===== src/dhtr_pkg.sv =====
`default_nettype none
package dhtr_pkg;
    localparam int LEAF_SIZE_DEF = 16;
    localparam int TABLE_ROWS = 8;
    localparam int TABLE_COLS = 16;
    localparam int TABLE_SIZE = TABLE_ROWS * TABLE_COLS;
    localparam int NEIGHBOR_SIZE_DEF = 32;
    localparam logic [31:0] EMPTY_ENTRY = 32'hFFFF_FFFF;
    localparam logic [2:0] MAX_PREFIX = 3'd7;

    localparam logic [1:0] OP_ROUTE = 2'd0;
    localparam logic [1:0] OP_LEAF = 2'd1;
    localparam logic [1:0] OP_TABLE = 2'd2;
    localparam logic [1:0] OP_NEIGHBOR = 2'd3;

    localparam logic [1:0] CLS_ARRIVED = 2'd0;
    localparam logic [1:0] CLS_LEAF = 2'd1;
    localparam logic [1:0] CLS_TABLE = 2'd2;
    localparam logic [1:0] CLS_FALLBACK = 2'd3;

    typedef struct packed {
        logic [1:0]  op;
        logic [31:0] key;
        logic [6:0]  slot;
    } t_in_item;

    typedef struct packed {
        logic [31:0] next_id;
        logic [1:0]  route_class;
    } t_out_item;

    function automatic logic [31:0] abs_gap(input logic [31:0] a, input logic [31:0] b);
        abs_gap = (a > b) ? (a - b) : (b - a);
    endfunction

    function automatic logic [2:0] shared_prefix(input logic [31:0] a,
                                                 input logic [31:0] b);
        logic [2:0] n;
        logic       stop;
        n = 3'd0;
        stop = 1'b0;
        for (int k = 0; k < int'(MAX_PREFIX); k++) begin
            if (!stop && a[31-4*k -: 4] == b[31-4*k -: 4]) begin
                n = n + 3'd1;
            end else begin
                stop = 1'b1;
            end
        end
        shared_prefix = n;
    endfunction
endpackage
`default_nettype wire


===== src/dhtr_cand_unit.sv =====
`default_nettype none
module dhtr_cand_unit (
    input  wire logic [31:0] i_cand,
    input  wire logic [31:0] i_key,
    input  wire logic [2:0]  i_row,
    input  wire logic        i_need_prefix,
    input  wire logic [31:0] i_best_d,
    output logic             o_take,
    output logic [31:0]      o_d
);
    always_comb begin
        o_d = dhtr_pkg::abs_gap(i_key, i_cand);
        o_take = (i_cand != dhtr_pkg::EMPTY_ENTRY) && (o_d < i_best_d) &&
                 (!i_need_prefix || (dhtr_pkg::shared_prefix(i_key, i_cand) >= i_row));
    end
endmodule
`default_nettype wire


===== config.mk =====
export PLATFORM = sky130hd
export DESIGN_NAME = dhtr_cand_unit
export DESIGN_NICKNAME = d
export VERILOG_FILES = /design/src/dhtr_pkg.sv /design/src/dhtr_cand_unit.sv
export SDC_FILE = /design/constraint.sdc
export NUM_CORES = 1
export LEC_CHECK = 0
export ABC_AREA = 1
export ABC_CLOCK_PERIOD_IN_PS = 4000
export BUFFER_PORTS_ARGS = -buffer_cell sky130_fd_sc_hd__buf_2
export CELL_PAD_IN_SITES_DETAIL_PLACEMENT = 1
export CELL_PAD_IN_SITES_GLOBAL_PLACEMENT = 1
export CORE_MARGIN = 2
export CORE_UTILIZATION = 34
export DETAILED_ROUTE_END_ITERATION = 16
export PLACE_DENSITY_LB_ADDON = 0.1
export SLEW_MARGIN = 20
export SYNTH_ARGS = -nofsm -noshare
export SYNTH_HDL_FRONTEND = slang
export SYNTH_SLANG_ARGS = --single-unit

===== constraint.sdc =====
create_clock -name vclk -period 4
set_clock_uncertainty 0.2 [all_clocks]
set_input_delay 0.4 -clock vclk [all_inputs]
set_output_delay 0.4 -clock vclk [all_outputs]
set_load 0.01 [all_outputs]

==> summary.md <==
| Metric | Value |
|---|---|
| GRT overflow | 0 |
| Final Hold Viols | 0 |
| Vias in the first global route | 8,653 |
| Failing checks | setup timing |
| Gr usage total | 0.2496 |
| Row Count | 49 |
| Tcrit/Tclk final | 1.092 |
| Post-synthesis adder-cell area fraction | 0.2089 |
| Commonest non-fill, non-tap cell in the layout | nand2_1 |
| Area fraction in compound gates after synthesis | 0.06635 |
| CP Depth | 25 |
| Synth Area in XOR/XNOR | 0.04490 |
| Crit. End Element | output pin |
| RSZ-0062 raised after global routing | true |
| Width of the die | 139.5 um |
| Post-synth cell types | 36 |
| Req. time, crit path | 3.40 ns |
| CP Launch Type | input pin |
| Hold Path Class | in -> out |
| Seq cells | 0 |
| Layout area overhead | 41.69% |
| Multi-input gate area | 5122 um2 |
| CP peak stage delay | 0.31 ns |
| Fin area | 8845 um2 |
| Sequential-to-total area share from yosys stat | 0 |
| Largest net degree at the start of global routing | 16 |
| Worst-Margin Slew | 0.5120 ns |
| Cells after DPL | 1,810 |
| Overall power | 1.608 mW |
| Ant diodes | 0 |
| Post-DP Area | 8793 um2 |
| Syn Nets | 1,475 |
| Final ANT Viol Nets | 0 |
| Final Setup Violations | 1 |
| Initial DRT Pass Iterations | 5 |
| Final Slew Violations | 0 |
| Setup TNS | -0.3681 ns |
| Fin crit period | 4.368 ns |
| Max-slew headroom | 0.6555 |
| Post-Synthesis Cells | 1,272 |
| First-pass GRT wire length | 40,590 um |
| Post-synthesis simple-gate area fraction | 0.4656 |
| HPWL after detailed placement | 22,920 um |
| Post-route worst setup slack | -0.3681 ns |
| Buffers on Ports | 133 |
| Register area | 0 um2 |
| Antenna violations before repair | 0 |
| Clock buffers | 0 |
| Fillers | 2,744 |
| Die area | 19,460 um2 |
| Routed len/inst | 13.52 um |
| Mux contribution to synthesized area | 0 |
| Most frequent cells in the layout | nand2_1 (551), inv_1 (320), buf_4 (183) |
| Via count | 8,347 |
| Fin nets | 1,787 |
| Syn avg cell area | 4.907 um2 |
| Power Density | 181.8 nW/um2 |
| Number of max-cap violations | 0 |
| Synth Cell Area | 6242 um2 |
| Slowest CP cell | ha_1 |
| Initial Util | 0.3475 |
| Yosys top cell by area | nand2_1 |
| Post-synth top area share | 0.3349 |
| I/O Pins | 133 |
| CORE AREA | 17,960 um2 |
| CP bufs+invs | 6 |
| Non-Filler Instances | 1,811 |
| Final Core Density | 0.4924 |
| Crit path max fanout | 3 |
| Most used cell, CP | ha_1 |
| Worst Hold Slack | 0.9943 ns |
| Crit path kind | in -> out |
| Routed WL | 24,490 um |
| Vias per cell | 4.609 |
| Die Height | 139.5 um |
| Gpl congestion | 0.9116 |
| Worst hold stages | 4 |
| Area contributors post-synth | nand2_1 (33%), ha_1 (20%), inv_1 (20%) |
| DRC violations left | 0 |
| YS warnings | 0 |
| Share of cells above drive strength 1 | 0.2364 |
| Top delay family on crit path | adder cells |
| Fmax | 0.2289 GHz |
| Leak pwr | 5.969 nW |
| Outcome | finished with violations |
| Main combinational cell family by area after synthesis | simple AND/OR/NAND/NOR gates |
| Hold-fix buffers, CTS | 0 |
| Iter 0 DRT Violations | 265 |
| CP arrival | 3.77 ns |
| Peak VDD IR | 0.1156 mV |
| Pre-CTS setup slack | -0.4391 ns |
-- per-layer routing --
metal,part of all wire,GRT usage,wire (um),vias to the layer above
met2,0.46,0.4394,11200,170
met1,0.49,0.3481,12040,3787
met5,0,0,0,-
met3,0.038,0.01170,923,21
met4,0.013,0.02764,319,0
li1,-,-,-,4369
-- report_power, final --
group / leakage [nW] / internal, mW / switching (mW)
clock: 0 / 0 / 0
combinational: 5.97 / 0.707 / 0.901
sequential: 0 / 0 / 0
total: 5.97 / 0.707 / 0.901
-- synthesized netlist by cell type --
cell / n
and2_1: 1
o21a_1: 3
nand4_1: 20
a31oi_1: 1
a21o_1: 1
clkbuf_2: 3
nor2_4: 3
buf_6: 3
nand2_1: 557
nand2_4: 2
o211ai_1: 1
o21ai_1: 1
buf_2: 1
o2111a_1: 1
inv_1: 332
nand3_1: 56
or2_2: 1
a21oi_2: 1
nand3_2: 1
xor2_1: 26
nor3_1: 5
ha_1: 101
buf_4: 3
a21oi_1: 53
nor2_8: 1
nor2_2: 1
xnor2_1: 6
nor2_1: 59
o21ai_0: 7
fa_1: 2
o21bai_1: 5
nor4_1: 3
inv_2: 4
a21boi_0: 1
nand3b_1: 2
nand2_2: 4
-- path summary, 6_finish.rpt --
path	endpoint	slack [ns]	from
setup / recovery	o_take	-0.37	i_cand[29]
hold / removal	o_take	0.99	i_need_prefix
-- timing repair --
| action | 4_1_cts | 5_1_grt |
|---|---|---|
| pin swaps | 5 | 2 |
| resized for setup | 10 | 4 |
| buffers inserted | 1 | 0 |
| setup endpoints to repair | 1 | 1 |
-- cell families after synthesis --
group,count (synthesis)
xor+xnor,32
fa+ha+maj,103
compound gates,75
simple gates,716
buf+inv,346
-- area by class of cell --
class / instances / area share
Multi-Input combinational cell: 926 / 0.5791
Tap cell: 229 / 0.03239
Timing Repair Buffer: 320 / 0.2442
Inverter: 336 / 0.1443
Power figures use the tool's default switching activity.
